## src/hw/rtl/handle_table_allocator_translator_defines.svh

```systemverilog
// Assertion macros for the handle table.
`ifndef HANDLE_TABLE_ALLOCATOR_TRANSLATOR_DEFINES_SVH
`define HANDLE_TABLE_ALLOCATOR_TRANSLATOR_DEFINES_SVH

`ifndef SYNTHESIS

`define HTA_ASSERT(label, clk, rst_n, prop, msg) \
    label: assert property (@(posedge clk) disable iff (!rst_n) (prop)) else $error(msg);

`define HTA_ASSERT_IMPL(label, clk, rst_n, ante, cons, msg) \
    label: assert property (@(posedge clk) disable iff (!rst_n) (ante) |-> (cons)) \
        else $error(msg);

`else

`define HTA_ASSERT(label, clk, rst_n, prop, msg)

`define HTA_ASSERT_IMPL(label, clk, rst_n, ante, cons, msg)

`endif

`endif

```

## src/hw/rtl/hta_pkg.sv

```systemverilog
package hta_pkg;

    localparam int DEFAULT_ENTRIES = 4096;

    localparam int OP_W      = 3;
    localparam int PTR_W     = 64;
    localparam int SIZE_W    = 32;
    localparam int OFF_W     = 32;
    localparam int IDX_FLD_W = 31;
    localparam int STATUS_W  = 2;
    localparam int STAMP_W   = 64;
    localparam int LOCK_W    = 32;

    localparam int QUEUE_DEPTH = 2;

    localparam int CFG_ADDR_W = 2;
    localparam int CFG_DATA_W = 32;
    localparam logic [CFG_ADDR_W-1:0] ADDR_BOUNDS_CHECK = 2'd0;

    localparam logic [OP_W-1:0] OP_ALLOC   = 3'd0;
    localparam logic [OP_W-1:0] OP_REALLOC = 3'd1;
    localparam logic [OP_W-1:0] OP_FREE    = 3'd2;
    localparam logic [OP_W-1:0] OP_LOCK    = 3'd3;
    localparam logic [OP_W-1:0] OP_UNLOCK  = 3'd4;

    localparam logic [STATUS_W-1:0] ST_OK   = 2'd0;
    localparam logic [STATUS_W-1:0] ST_FULL = 2'd1;
    localparam logic [STATUS_W-1:0] ST_OOB  = 2'd2;

    typedef enum logic [2:0] {
        K_ALLOC,
        K_REALLOC,
        K_FREE,
        K_LOCK,
        K_UNLOCK,
        K_OOB,
        K_PASS
    } kind_t;

    typedef enum logic [1:0] {
        BK_CLEAR,
        BK_ISSUE,
        BK_EXEC
    } back_state_t;

    typedef struct packed {
        kind_t              kind;
        logic [PTR_W-1:0]   ptr;
        logic [SIZE_W-1:0]  size;
        logic [PTR_W-1:0]   backing;
    } cmd_t;

    typedef struct packed {
        logic clearing;
    } back_status_t;

endpackage

```

## src/hw/rtl/hta_queue.sv

```systemverilog
`include "handle_table_allocator_translator_defines.svh"

module hta_queue (
    input  logic          clk,
    input  logic          rst_n,
    input  logic          push,
    input  hta_pkg::cmd_t push_cmd,
    output logic          full,
    input  logic          pop,
    output logic          not_empty,
    output hta_pkg::cmd_t pop_cmd
);

    localparam int DEPTH = hta_pkg::QUEUE_DEPTH;
    localparam int PW    = (DEPTH > 1) ? $clog2(DEPTH) : 1;
    localparam int CW    = $clog2(DEPTH + 1);

    hta_pkg::cmd_t    slot_reg [DEPTH];
    logic [PW-1:0]    wr_ptr_reg;
    logic [PW-1:0]    rd_ptr_reg;
    logic [CW-1:0]    count_reg;

    assign full      = count_reg == CW'(DEPTH);
    assign not_empty = count_reg != '0;
    assign pop_cmd   = slot_reg[rd_ptr_reg];

    always_ff @(posedge clk)
    begin
        if (push)
        begin
            slot_reg[wr_ptr_reg] <= push_cmd;
        end
    end

    always_ff @(posedge clk or negedge rst_n)
    begin
        if (!rst_n)
        begin
            wr_ptr_reg <= '0;
            rd_ptr_reg <= '0;
            count_reg  <= '0;
        end
        else
        begin
            if (push)
            begin
                wr_ptr_reg <= (wr_ptr_reg == PW'(DEPTH - 1)) ? '0 : wr_ptr_reg + PW'(1);
            end
            if (pop)
            begin
                rd_ptr_reg <= (rd_ptr_reg == PW'(DEPTH - 1)) ? '0 : rd_ptr_reg + PW'(1);
            end
            if (push && !pop)
                count_reg <= count_reg + CW'(1);
            else if (pop && !push)
                count_reg <= count_reg - CW'(1);
        end
    end

    `HTA_ASSERT(a_count_bound, clk, rst_n, count_reg <= CW'(DEPTH), "queue count over depth")
    `HTA_ASSERT_IMPL(a_pop_nonempty, clk, rst_n, pop, count_reg != '0, "pop from empty queue")

endmodule

```

## config.mk

```make
export PLATFORM = sky130hd
export DESIGN_NAME = hta_queue
export DESIGN_NICKNAME = d
export VERILOG_FILES = /design/src/hw/rtl/hta_pkg.sv /design/src/hw/rtl/hta_queue.sv
export VERILOG_INCLUDE_DIRS = /design/src /design/src/hw/rtl
export SDC_FILE = /design/constraint.sdc
export NUM_CORES = 1
export LEC_CHECK = 0
export BUFFER_PORTS_ARGS = -buffer_cell sky130_fd_sc_hd__buf_2
export CORE_MARGIN = 2
export CORE_UTILIZATION = 49
export CTS_BUF_LIST = sky130_fd_sc_hd__clkbuf_2
export DETAILED_ROUTE_END_ITERATION = 8
export GPL_TIMING_DRIVEN = 0
export HOLD_SLACK_MARGIN = 0.06
export PLACE_DENSITY = 0.79
export SLEW_MARGIN = 5
export SYNTH_ARGS = -nofsm -noshare
export SYNTH_HDL_FRONTEND = slang
export SYNTH_SLANG_ARGS = --single-unit
```

## constraint.sdc

```tcl
create_clock -name clk -period 7.5 [get_ports clk]
set_input_delay 0.75 -clock clk [delete_from_list [all_inputs] [get_ports clk]]
set_output_delay 0.75 -clock clk [all_outputs]
set_load 0.05 [all_outputs]
```

### After elaboration in Yosys (flattened, before gate mapping)

Memories as Yosys holds them, arrays and structs flattened.
Cells that the tools add are included.

| word-level totals | value |
|---|---|
| memories kept | 1 |
| output and inout port bits | 165 |
| memory bits (writable) | 326 |
| register bits | 4 |
| word-level logic and storage cells | 21 |

| operators by class | value |
|---|---|
| add/subtract/negate cells | 4 |
| muxes and demuxes | 6 |
| eq/ne operators | 1 |
| reduce and logical (&&, ||, !) cells | 6 |

Memories:

| name | words | width | rd ports | clocked after Yosys merged registers in | write ports | RTL line | RTL |
|---|---|---|---|---|---|---|---|
| slot_reg | 2 | 163 | 1 | 0 | 1 | hta_queue.sv:18 | `hta_pkg::cmd_t slot_reg [DEPTH];` |

Operators by type and width:

| kind | number |
|---|---|
| $mux 1 | 4 |
| $mux 2 | 2 |
| $reduce_bool 2->1 | 2 |
| $add 1x1->1 const B | 2 |
| $add 2x1->2 const B | 1 |
| $eq 2x2->1 const B | 1 |
| $logic_and 1x1->1 | 2 |
| $logic_not 1->1 | 2 |
| $sub 2x1->2 const B | 1 |

### Longest topological paths before layout

| depth | value |
|---|---|
| depth in word-level cells | 4 |
| depth in mapped cells | 5 |

### Least setup slack after synthesis

No wires, ideal clock.

| path | value |
|---|---|
| path kind | input port to flip-flop |
| start point | input push |
| end point | memory slot_reg[0][0] in the netlist's numbering (enable) |
| library setup time | 0.708 ns |
| stages | 1 |
| setup slack | -1.001 ns |
| data required time | 6.792 ns |
| arrival time | 7.793 ns |
| path through | nor2b_1 |

| on the way | value |
|---|---|
| cells in the longest elaborated chain, start to end | 2 |

RTL lines:

| what | RTL line | RTL |
|---|---|---|
| start: declaration | hta_queue.sv:6 | `input logic push,` |
| $mux 1 | hta_queue.sv:29 | `if (push)` |
| $mux 1 (not written as such) | hta_queue.sv:31 | `slot_reg[wr_ptr_reg] <= push_cmd;` |
| end: declaration | hta_queue.sv:18 |  |

Every way passes these cells.

==> summary.txt <==
Logic synthesis
  • Register area share after synthesis: 0.821
  • Syn_area_per_cell: 23.0 um^2
  • Post-synthesis cell area: between 10000 and 15000 um^2
  • Warnings, synthesis: 0
  • Synth area leaders: edfxtp_1, mux2_2, clkbuf_8, dfrtp_1, buf_6
  • Netlist cell types: 13
  • Syn_nets: ~690
  • Cells after Synth: between 500 and 600
  • Area leader, netlist: edfxtp_1
  • Synth Register Bits: between 300 and 400
  • Yosys top cell area share: 0.813

Cells and area
  • Number of flip-flops under the largest register name: approximately 330
  • Area delta synth->final: 38.5%
  • Nets: approximately 1300
  • Multi-input gate area: 1930 um^2
  • Register area: roughly 9900 um^2
  • Share of cells above drive strength 1: 0.556
  • Post-route cell area: 16700 um^2
  • Final non-filler cell total: around 1500
  • Core Util, Final: 0.688
  • Filler cell count: around 1500

Setup path
  • Worst setup startpoint: rd_ptr_reg
  • Crit path required time: slightly below 7 ns
  • Critical path type: reg -> out
  • Reg2reg start: wr_ptr_reg
  • CP Data Arrival Time: about 2.2 ns
  • Crit start category: flip-flop
  • Crit path max fanout: 10
  • Critical path capture point type: primary output

Power
  • Logic pwr share: 0.448
  • VDD IR max: 0.266 mV
  • Pleak: 6.54 nW
  • Internal: about 3.8 mW
  • Clock power share: 0.174
  • Power density cells: 401 nW/um^2
  • Switching power: ~2.9 mW
  • Overall power: 6.68 mW
  • Sw frac: 0.428
  • Seq pwr share: 0.377

Job
  • Max-capacitance violation count: 0

Die
  • Initial Util: 0.497
  • Ports: between 300 and 400
  • Core area: roughly 24000 um^2
  • Area of the die: roughly 26000 um^2
  • Height of the die: about 160 um
  • Die width: approximately 160 um
  • # rows: 57

Timing
  • Worst setup margin: 4.56 ns
  • Final period util: 0.392
  • Setup violations, final: 0
  • Min Tclk post-route: ~3 ns
  • Post-route setup TNS: 0 ns
  • Hold Slack: approximately 0.2 ns
  • Fmax: between 300 and 400 MHz
  • Fin. Hold Viols: 0
  • Rel. slew slack: 0.447
  • Clock Skews: about 0.072 ns
  • Slew Limit Fails: 0
  • Slew @ Worst Pin: just over 0.8 ns
  • Unrepaired setup endpoints after global routing: false

Min path
  • Hold WC Path Type: in -> reg
  • Worst Hold Launch: push_cmd[138]

GRT
  • Largest net degree at the start of global routing: 64
  • Busiest grt layer: met2
  • GRT Total Usage: 0.208
  • Global-route wire length before repair: 41100 um
  • Vias in the first global route: between 7000 and 8000
  • Initial antenna violation count: 3
  • Global Route met2 Usage: 0.369
  • Total grt overflow: 0
  • Met1 Resource Use GR: 0.220
  • GRT met3 Usage: 0.0726

Clock network
  • Worst skew pair latency: about 0.84 ns
  • H-tree levels: 3
  • CTS-repair resized insts: 0
  • CTS tree: built
  • CTS max path bufs: 3
  • Clk sink count: 330
  • Root buffer selected by CTS: clkbuf_2
  • Clk slew on worst S/H paths: between 0.1 and 0.15 ns
  • Cts bufs inserted: a little under 80

Routing
  • Total length of routed wires: between 20000 and 30000 um
  • Residual DRC count: 0
  • Wire per inst: 18.3 um
  • Vias: between 7000 and 8000
  • Via density: just under 5
  • First-iteration detailed-routing DRC count: approximately 380
  • Pre-antenna DRT Iters: 7
  • DRT antenna net count: 0

Placement
  • Routability cong.: about 0.75
  • Port Buffers: 331
  • Final HPWL DP: approximately 16000 um
  • Pre-CTS setup slack: approximately 5 ns
  • Placed Instances: 1186
  • Dpl cell area: roughly 14000 um^2

Status
  • Status: finished, final reports clean
==> cell usage after synthesis <==
cell / count
dfrtp_1: 4
xnor2_1: 1
mux2_2: 163
edfxtp_1: 326
and2_1: 1
xor2_1: 4
inv_1: 1
buf_6: 6
clkbuf_8: 12
or2_2: 1
nor2b_1: 2
ha_1: 1
nor2_1: 1
==> power groups by stage <==
stage | Clock (mW) | Sequential (mW) | Combinational (mW)
2_1_floorplan | 0 | 2.59 | 2.24
3_3_place_gp | 0 | 2.64 | 2.83
3_5_place_dp | 0 | 2.56 | 2.92
4_1_cts | 1.19 | 2.52 | 3.00
5_1_grt | 1.30 | 2.55 | 3.12
6_report | 1.16 | 2.52 | 3.00
==> repair_timing <==
| action | 4_1_cts | 5_1_grt |
|---|---|---|
| setup buffers | 0 | 0 |
| hold buffers | 161 | 2 |
| endpoints found under the setup margin | 0 | 0 |
| endpoints found under the hold margin | 317 | 3 |
==> cell type report <==
class,instances,area share
Antenna cell,3,0.000450
Buffer,18,0.0139
Clock buffer,118,0.0354
Clock inverter,21,0.00855
Inverter,1,0.000225
Multi-Input combinational cell,174,0.116
Sequential cell,330,0.593
Tap cell,324,0.0243
Timing Repair Buffer,502,0.209
==> final timing paths <==
kind                                          to  slack (ns)  cells after the start
worst max-delay path                  pop_cmd[0]        4.56                      4
worst min-delay path            slot_reg[0][138]        0.20                      1
worst max register to register    slot_reg[0][4]        5.38                      4
worst min register to register      count_reg[1]        0.52                      1
max in group asynchronous             wr_ptr_reg        7.07                      2
min in group asynchronous           count_reg[1]        0.27                      2
==> cell families after synthesis <==
| family | Yosys count | share of synthesized area |
|---|---|---|
| DFF | 330 | 0.821 |
| and+or+nand+nor | 5 | 0.00239 |
| muxes | 163 | 0.152 |
| xor gates and xnor gates | 5 | 0.00364 |
| adders and majority gates | 1 | 0.00104 |
| buffers and inverters | 19 | 0.0196 |
==> worst max-delay path: stages (launching register included) <==
cell      delay, ns
dfrtp_1        0.39
buf_6          0.22
clkbuf_8       0.22
mux2_2         0.36
buf_2          0.21
==> layout by cell type, fill, tap and decap left out <==
master / netlist / final
clkinv_1: 0 / 15
diode_2: 0 / 3
nor2b_4: 0 / 1
bufinv_16: 0 / 2
ha_1: 1 / 1
buf_6: 6 / 6
xor2_1: 4 / 4
dfrtp_1: 4 / 4
dlygate4sd3_1: 0 / 163
nor2_1: 1 / 1
nor2b_1: 2 / 1
clkbuf_8: 12 / 12
buf_16: 0 / 5
mux2_2: 163 / 163
clkbuf_2: 0 / 118
and2_4: 0 / 1
inv_1: 1 / 1
clkinv_4: 0 / 1
or2_2: 1 / 1
edfxtp_1: 326 / 326
buf_2: 0 / 331
buf_12: 0 / 3
clkinvlp_4: 0 / 1
clkinv_2: 0 / 2
xnor2_1: 1 / 1
==> metal layers <==
metal,share of wire,up-vias
met1,0.36,3485
met4,0.037,0
met5,0,-
met3,0.080,69
li1,-,3302
met2,0.52,325
Power figures use the tool's default switching activity.
