### src/hw/rtl/handle_table_allocator_translator_defines.svh
// Assertion macros for the handle table.
`ifndef HANDLE_TABLE_ALLOCATOR_TRANSLATOR_DEFINES_SVH
`define HANDLE_TABLE_ALLOCATOR_TRANSLATOR_DEFINES_SVH

`ifndef SYNTHESIS

`define HTA_ASSERT(label, clk, rst_n, prop, msg) \
    label: assert property (@(posedge clk) disable iff (!rst_n) (prop)) else $error(msg);

`define HTA_ASSERT_IMPL(label, clk, rst_n, ante, cons, msg) \
    label: assert property (@(posedge clk) disable iff (!rst_n) (ante) |-> (cons)) \
        else $error(msg);

`else

`define HTA_ASSERT(label, clk, rst_n, prop, msg)

`define HTA_ASSERT_IMPL(label, clk, rst_n, ante, cons, msg)

`endif

`endif

### src/hw/rtl/hta_pkg.sv
package hta_pkg;

    localparam int DEFAULT_ENTRIES = 4096;

    localparam int OP_W      = 3;
    localparam int PTR_W     = 64;
    localparam int SIZE_W    = 32;
    localparam int OFF_W     = 32;
    localparam int IDX_FLD_W = 31;
    localparam int STATUS_W  = 2;
    localparam int STAMP_W   = 64;
    localparam int LOCK_W    = 32;

    localparam int QUEUE_DEPTH = 2;

    localparam int CFG_ADDR_W = 2;
    localparam int CFG_DATA_W = 32;
    localparam logic [CFG_ADDR_W-1:0] ADDR_BOUNDS_CHECK = 2'd0;

    localparam logic [OP_W-1:0] OP_ALLOC   = 3'd0;
    localparam logic [OP_W-1:0] OP_REALLOC = 3'd1;
    localparam logic [OP_W-1:0] OP_FREE    = 3'd2;
    localparam logic [OP_W-1:0] OP_LOCK    = 3'd3;
    localparam logic [OP_W-1:0] OP_UNLOCK  = 3'd4;

    localparam logic [STATUS_W-1:0] ST_OK   = 2'd0;
    localparam logic [STATUS_W-1:0] ST_FULL = 2'd1;
    localparam logic [STATUS_W-1:0] ST_OOB  = 2'd2;

    typedef enum logic [2:0] {
        K_ALLOC,
        K_REALLOC,
        K_FREE,
        K_LOCK,
        K_UNLOCK,
        K_OOB,
        K_PASS
    } kind_t;

    typedef enum logic [1:0] {
        BK_CLEAR,
        BK_ISSUE,
        BK_EXEC
    } back_state_t;

    typedef struct packed {
        kind_t              kind;
        logic [PTR_W-1:0]   ptr;
        logic [SIZE_W-1:0]  size;
        logic [PTR_W-1:0]   backing;
    } cmd_t;

    typedef struct packed {
        logic clearing;
    } back_status_t;

endpackage

### src/hw/rtl/hta_channels.sv
interface hta_req_if;
    logic                             valid;
    logic                             ready;
    logic [hta_pkg::OP_W-1:0]         op;
    logic [hta_pkg::PTR_W-1:0]        pointer_value;
    logic [hta_pkg::SIZE_W-1:0]       alloc_size;
    logic [hta_pkg::PTR_W-1:0]        backing_addr;

    modport source (output valid, op, pointer_value, alloc_size, backing_addr, input ready);
    modport sink (input valid, op, pointer_value, alloc_size, backing_addr, output ready);
endinterface


### src/hw/rtl/hta_front.sv
module hta_front #(
    parameter int ENTRIES = hta_pkg::DEFAULT_ENTRIES
) (
    hta_req_if.sink              req,
    input  hta_pkg::back_status_t bstat,
    input  logic                 q_full,
    output logic                 push,
    output hta_pkg::cmd_t        push_cmd
);

    logic                            marked;
    logic [hta_pkg::IDX_FLD_W-1:0]   idx;
    logic                            in_range;
    hta_pkg::kind_t                  kind;

    assign marked   = req.pointer_value[hta_pkg::PTR_W-1];
    assign idx      = req.pointer_value[hta_pkg::OFF_W +: hta_pkg::IDX_FLD_W];
    assign in_range = idx < hta_pkg::IDX_FLD_W'(ENTRIES);

    always_comb
    begin
        case (req.op)
            hta_pkg::OP_ALLOC:   kind = hta_pkg::K_ALLOC;
            hta_pkg::OP_REALLOC: kind = in_range ? hta_pkg::K_REALLOC : hta_pkg::K_PASS;
            hta_pkg::OP_FREE:    kind = in_range ? hta_pkg::K_FREE : hta_pkg::K_PASS;
            hta_pkg::OP_LOCK:
            begin
                if (!marked)
                    kind = hta_pkg::K_PASS;
                else if (in_range)
                    kind = hta_pkg::K_LOCK;
                else
                    kind = hta_pkg::K_OOB;
            end
            hta_pkg::OP_UNLOCK:
                kind = (marked && in_range) ? hta_pkg::K_UNLOCK : hta_pkg::K_PASS;
            default: kind = hta_pkg::K_PASS;
        endcase
    end

    assign req.ready        = !q_full && !bstat.clearing;
    assign push             = req.valid && req.ready;
    assign push_cmd.kind    = kind;
    assign push_cmd.ptr     = req.pointer_value;
    assign push_cmd.size    = req.alloc_size;
    assign push_cmd.backing = req.backing_addr;

endmodule

### src/flat_wrapper.sv
// flat-port wrapper written by rule: the top's interface ports become plain ports
module hta_front_flat 
#(
    parameter int ENTRIES = hta_pkg::DEFAULT_ENTRIES
)
  (bstat, q_full, push, push_cmd, req_valid, req_op, req_pointer_value, req_alloc_size, req_backing_addr, req_ready);
  hta_req_if req_i ();
  input  hta_pkg::back_status_t bstat;
  input  logic q_full;
  output logic push;
  output hta_pkg::cmd_t push_cmd;
  input wire logic [$bits(req_i.valid)-1:0] req_valid;
  input wire logic [$bits(req_i.op)-1:0] req_op;
  input wire logic [$bits(req_i.pointer_value)-1:0] req_pointer_value;
  input wire logic [$bits(req_i.alloc_size)-1:0] req_alloc_size;
  input wire logic [$bits(req_i.backing_addr)-1:0] req_backing_addr;
  output wire logic [$bits(req_i.ready)-1:0] req_ready;
  assign req_i.valid = req_valid;
  assign req_i.op = req_op;
  assign req_i.pointer_value = req_pointer_value;
  assign req_i.alloc_size = req_alloc_size;
  assign req_i.backing_addr = req_backing_addr;
  assign req_ready = req_i.ready;
  hta_front #(.ENTRIES(ENTRIES)) u_core (.req(req_i), .bstat(bstat), .q_full(q_full), .push(push), .push_cmd(push_cmd));
endmodule
### config.mk
export PLATFORM = sky130hd
export DESIGN_NAME = hta_front_flat
export DESIGN_NICKNAME = d
export VERILOG_FILES = /design/src/hw/rtl/handle_table_allocator_translator_defines.svh /design/src/hw/rtl/hta_pkg.sv /design/src/hw/rtl/hta_channels.sv /design/src/hw/rtl/hta_front.sv /design/src/flat_wrapper.sv
export SDC_FILE = /design/constraint.sdc
export NUM_CORES = 1
export LEC_CHECK = 0
export ABC_AREA = 1
export BUFFER_PORTS_ARGS = -buffer_cell sky130_fd_sc_hd__buf_4
export CORE_AREA = 3 3 127 129
export DETAILED_ROUTE_END_ITERATION = 8
export DIE_AREA = 0 0 130 132
export MAX_ROUTING_LAYER = met4
export SYNTH_ARGS = -nofsm -noshare
export SYNTH_HDL_FRONTEND = slang
export SYNTH_SLANG_ARGS = --single-unit
### constraint.sdc
create_clock -name vclk -period 0.8
set_input_delay 0.08 -clock vclk [all_inputs]
set_output_delay 0.08 -clock vclk [all_outputs]
set_load 0.01 [all_outputs]
======== Word-level counts from Yosys, hierarchy flattened ========
Cells that the tools add are included.
word-level totals
  bits in registers ....................... 0
  bits of input ports ..................... 166
  logic and storage cells ................. 17
operators by class
  order comparisons ....................... 1
  equality and inequality tests ........... 4
  multiplexer cells ....................... 6
  reductions and logical operators ........ 6
operator list
  cell                                                   number
  < comparator 31 x 13 -> 1 bit (second input constant)  1
  one-hot mux 3 bit (5 select lines)                     1
  two-way mux 3 bit                                      4
  == test 3 x 2 -> 1 bit (second input constant)         2
  == test 3 x 1 -> 1 bit (second input constant)         1
  == test 3 bit (second input constant)                  1
  logical AND 1 bit                                      3
  zero test 3 bit                                        1
  zero test 1 bit                                        2
  two-way mux 2 bit                                      1

======== Depth between registers and ports, before layout ========
Gate-level depths: netlist (run 1).
  word-level depth ........................ 4
  mapped depth ............................ 7
  gate-level depth less buffers ........... 7

======== Worst setup path before layout (run 1) ========
No wires, ideal clock.
  kind .................................... input port to output port
  from .................................... input port req_pointer_value[46]
  to ...................................... output port push_cmd[160] in the netlist's numbering
  data arrival time ....................... 749 ps
  required time ........................... 720 ps
  path slack .............................. -29 ps
  cell stages on the path ................. 5
  path through ............................ nor2_1 -> nand2_1 -> nor2_2 -> nand3_2 -> o21ai_0
RTL lines
  what                line                RTL
  start: declaration  flat_wrapper.sv:14  input wire logic [$bits(req_i.pointer_value)-1:0] req_pointer_value;
  end: declaration    flat_wrapper.sv:11  output hta_pkg::cmd_t push_cmd;

==> results.ini, run 1 <==
[run_status]
status = finished with violations
violations = setup timing

[global_routing]
use_met1_pct = 1.99
grt-ovfl-total = 0
busiest_layer = met2
grt_use_met2_pct = 6.13
grt_pass1_wl_um = 4990
grt_max_degree = 7
grt_antenna_before_repair = 0
grt_pass1_vias = 769
grtUsageTotal_pct = 4.18
grtUsageMet3_pct = 4.01

[floorplanning]
die_h_um = 132
initial_utilization_pct = 9.25
io_pins = 331
die_area_sq_mm = 0.0172
row_count = 45
core_area_sq_mm = 0.0151
die_x_um = 130

[pwr]
combinationalPowerShare_pct = 100.0
netSwitchingFraction_pct = 41.1
power_frac_seq_pct = 0
ir_drop_uv = 89.9
intPower_w = 0.000240
power_w = 0.000408
p_clk_share_pct = 0
pwr_density_cell_mw_per_mm2 = 411
power_leakage_nw = 0.414
power_switching_w = 0.000167

[finish]
design_area_sq_um = 992
seq_cells = 0
seqCellArea_sq_um = 0
final_util_pct = 6.55
clock_buffers = 0
instances_no_fill = 293
nets = 273
diodes = 0
drive_above_1_share_pct = 72.4
syn_to_final_growth_pct = -29.2

[placed_design]
finalWeightedCongestion = 0.502
dpl.hpwl_um = 3550
portBuffers = 51
placed_cell_area_sq_um = 901
dp_cells = 293

[drt]
drc = 0
routedWlPerCell_um = 13.8
wirelength_um = 4030
first_pass_iters = 2
drt_iter0_drc = 2
antenna_left = 0
route.vias.total = 748
viasPerCell = 2.55

[sta]
setup_viol = 3
period_share_pct = 131
final-max-slew-violation-count = 0
max_slew_margin_pct = 86.7
layout_min_cycle_time_ps = 1050
max_clock_freq_mhz = 953
finalHoldViolations = 0
setup_tns_ps = -616
tightest_slew_ps = 199
rsz0062_at_grt = true
worst_slack_ps = -249

[synth]
synth_top_area_share_pct = 85.7
yosys_warnings = 0
synth_cells = 203
syn_avg_cell_area_sq_um = 6.90
syn-num-nets = 369
ys_types = 14
synth_area_leaders = buf_4, nand2_1, nor2_1
yosys.area.top_type = buf_4
synthesis.area_sq_mm = 0.00140
ys_seq_area_share_pct = 0

[clocking]
hold_buffers = 0
postCtsSetupBuffers = 0

[setup_path]
arrival_ps = 970
cp-end-kind = output port
required_ps = 720
path_cells = buf_4 > nor2_1 > nand2_1 > nor2_4 > nand4_1 > nand2_1 > nand3_2 > buf_6
cp_max_fo = 2
max_stage_delay_ps = 140
critPathTopFamily = simple AND/OR/NAND/NOR gates
crit_buf_inv = 2
crit_path_start_kind = input pin
crit_top_cell = nand2_1
crit_slowest_cell = nand4_1
path_class = input pin to output port

[worst_hold_path]
hp-class = input pin to output port

[flow_run]
drv_cap = 0

-- Yosys cell counts --
| cell type | n |
|---|---|
| buf_4 | 160 |
| nand2_1 | 13 |
| nor2_1 | 12 |
| inv_1 | 4 |
| nand3_1 | 3 |
| o21ai_0 | 3 |
| a21oi_2 | 1 |
| and2_1 | 1 |
| nand3_2 | 1 |
| nand4_1 | 1 |
| nor2_2 | 1 |
| nor2_4 | 1 |
| nor3_1 | 1 |
| nor3b_1 | 1 |
-- through the flow --
stage | hold slack [ps] | setup WS (ps)
6_report | 160 | -249
5_1_grt | 160 | -342
4_1_cts | 160 | -307
3_5_place_dp | 160 | -477
3_3_place_gp | 160 | -467
2_1_floorplan | 203 | 33.9
-- repair_timing --
| item | 4_1_cts | 5_1_grt |
|---|---|---|
| setup endpoints to repair | 3 | 3 |
| resized for setup | 16 | 8 |
| pin swaps | 11 | 10 |
-- placed cells by master, fill, tap and decap left out, types with 2 or more instances in the layout --
master and n:
nand2_1 10, nor2_2 2, o21ai_0 2, nor2_4 6, nand2_2 2, nor2_1 6
inv_1 4, buf_6 5, buf_4 56, nand3_1 2
-- cell families (layout without fill, tap and decap cells) --
logic type | Yosys count | in the layout | synth area share (%)
AO/OA/AOI/OAI | 4 | 4 | 1.70
buffers and inverters | 164 | 66 | 86.8
AND/OR/NAND/NOR | 35 | 35 | 11.5
-- worst paths after layout --
| kind | from | endpoint | slack, ps | cells after the start |
|---|---|---|---|---|
| hold / removal | req_backing_addr[34] | push_cmd[34] | 160 | 0 |
| setup / recovery | req_pointer_value[50] | push_cmd[161] | -250 | 8 |
-- power groups by stage --
stage                     combinational [W]  clock (W)  sequential (W)
after CTS                          0.000405          0               0
final                              0.000408          0               0
after global placement             0.000370          0               0
after floorplan                    0.000883          0               0
after global routing               0.000445          0               0
after detailed placement           0.000373          0               0
-- area by class of cell --
| class | count | area (sq um) |
|---|---|---|
| fillers | 1791 | 14200 |
| repair buffers | 62 | 492 |
| multi-input cells | 39 | 250 |
| well taps | 188 | 235 |
| inverters | 4 | 15.0 |
-- metal layers --
layer / routed length (um) / up-vias / share of wire, %
met5: 0 / - / 0
met4: 570 / 0 / 14
met3: 1020 / 74 / 25
met2: 1710 / 156 / 42
met1: 733 / 255 / 18
li1: - / 263 / -
No activity file was read; power rests on OpenSTA's default activity.
==> run 2: changes to the inputs <==
clock period = 1.1 ns   (was 0.8 ns; I/O delays follow)
==> run 2 against run 1 <==
The flow now finishes without violations. Highest routed layer unchanged. Die area is the same. Cell area shrank 1.8%. Critical endpoint is now push_cmd[162]. Hold slack gained 60 ps. Via count shrank 0.80%. Combinational power shrank 30%. Routed wire length shrank 2.0%. Flip-flop and latch count is the same.
==> results.ini, run 2 (synthesis results as in run 1) <==
[placed_design]
finalWeightedCongestion = 0.601
dpl.hpwl_um = 3350
portBuffers = 51
placed_cell_area_sq_um = 848

[finish]
mostFrequentLayoutCell = buf_4
seq_cells = 0
syn_to_final_growth_pct = -30.4
final_cell_mix = buf_4, nand2_1, buf_6, nor2_4, nor2_1
clock_buffers = 0
num-fill-cells = 1776
nets = 267
drive_above_1_share_pct = 71.7
design_area_sq_um = 975
seqCellArea_sq_um = 0

[drt]
drc = 0
drt_iter0_drc = 5
wirelength_um = 3950
routedWlPerCell_um = 13.7
viasPerCell = 2.57
first_pass_iters = 2
antenna_left = 0
route.vias.total = 742

[setup_path]
path_class = input pin to output port
crit_start = req_pointer_value[46]
arrival_ps = 960
crit_path_start_kind = input pin
cp_max_fo = 2
cp-end-kind = output port
required_ps = 990

[floorplanning]
die_h_um = 132
core_area_sq_mm = 0.0151
row_count = 45
die_area_sq_mm = 0.0172
initial_utilization_pct = 9.25
io_pins = 331
die_x_um = 130

[sta]
tightest_slew_ps = 204
setup_tns_ps = 0
layout_min_cycle_time_ps = 1070
final-max-slew-violation-count = 0
rsz0062_at_grt = true
max_clock_freq_mhz = 932
max_slew_margin_pct = 86.4
finalHoldViolations = 0
setup_viol = 0
whs_ps = 220
period_share_pct = 97.6

[pwr]
power_leakage_nw = 0.391
ir_drop_uv = 57.0
pwr_density_cell_mw_per_mm2 = 294
power_w = 0.000287

[global_routing]
grt-ovfl-total = 0
grt_antenna_before_repair = 2
grt_max_degree = 7
grt_pass1_wl_um = 4920
grt_pass1_vias = 839
grtUsageTotal_pct = 3.97

[flow_run]
drv_cap = 0

[run_status]
status = finished clean

[worst_hold_path]
hp-class = input pin to output port
min_from = req_backing_addr[1]

[clocking]
hold_buffers = 0

run 2: metal layers:
| metal | routed length (um) | vias to the layer above | share of wire [%] | track usage, % |
|---|---|---|---|---|
| met5 | 0 | - | 0 | - |
| met4 | 665 | 0 | 17 | 6.87 |
| met3 | 1150 | 86 | 29 | 4.38 |
| met2 | 1580 | 157 | 40 | 5.21 |
| met1 | 564 | 244 | 14 | 1.46 |
| li1 | - | 255 | - | - |
run 2: path summary, 6_finish.rpt:
| check | end | slack [ps] | cells past startpoint |
|---|---|---|---|
| setup / recovery | push_cmd[162] | 30 | 8 |
| hold / removal | push_cmd[1] | 220 | 0 |
run 2: worst max-delay path, cell delays in order:
cell	delay, ps
buf_8	100
nor2_4	90
nand2_2	70
nor2_4	150
nand4_1	150
nand2_1	80
nand3_1	70
buf_4	150
run 2: timing repair:
item,4_1_cts,5_1_grt
setup endpoints to repair,3,3
gates cloned,0,0
gates resized for setup,19,11
pin swaps,14,10
buffers inserted,1,0
run 2: cell type report:
cell class         instances  area, sq um  share of cell area, %
diodes                     2         5.00                  0.513
inverters                  4         15.0                   1.54
repair buffers            56          462                   47.4
well taps                188          235                   24.1
multi-input cells         39          258                   26.4
run 2: report_power, final:
group	leakage, nW	internal [W]	switching [W]	total [W]
Clock	0.0000127	0.000000000244	0	0.000000000244
Sequential	0	0	0	0
Combinational	0.391	0.000168	0.000118	0.000287
Total	0.391	0.000168	0.000118	0.000287
run 2: stage by stage:
| stage | setup slack [ps] | utilization (%) | cells |
|---|---|---|---|
| CTS | -26.4 | 6.09 | 287 |
| global placement | -87.8 | 5.60 | 286 |
| floorplan | 211 | - | 203 |
| global route | -54.6 | 6.44 | 289 |
| detailed placement | -102 | 5.60 | 286 |
| finish | 26.5 | 6.44 | 289 |
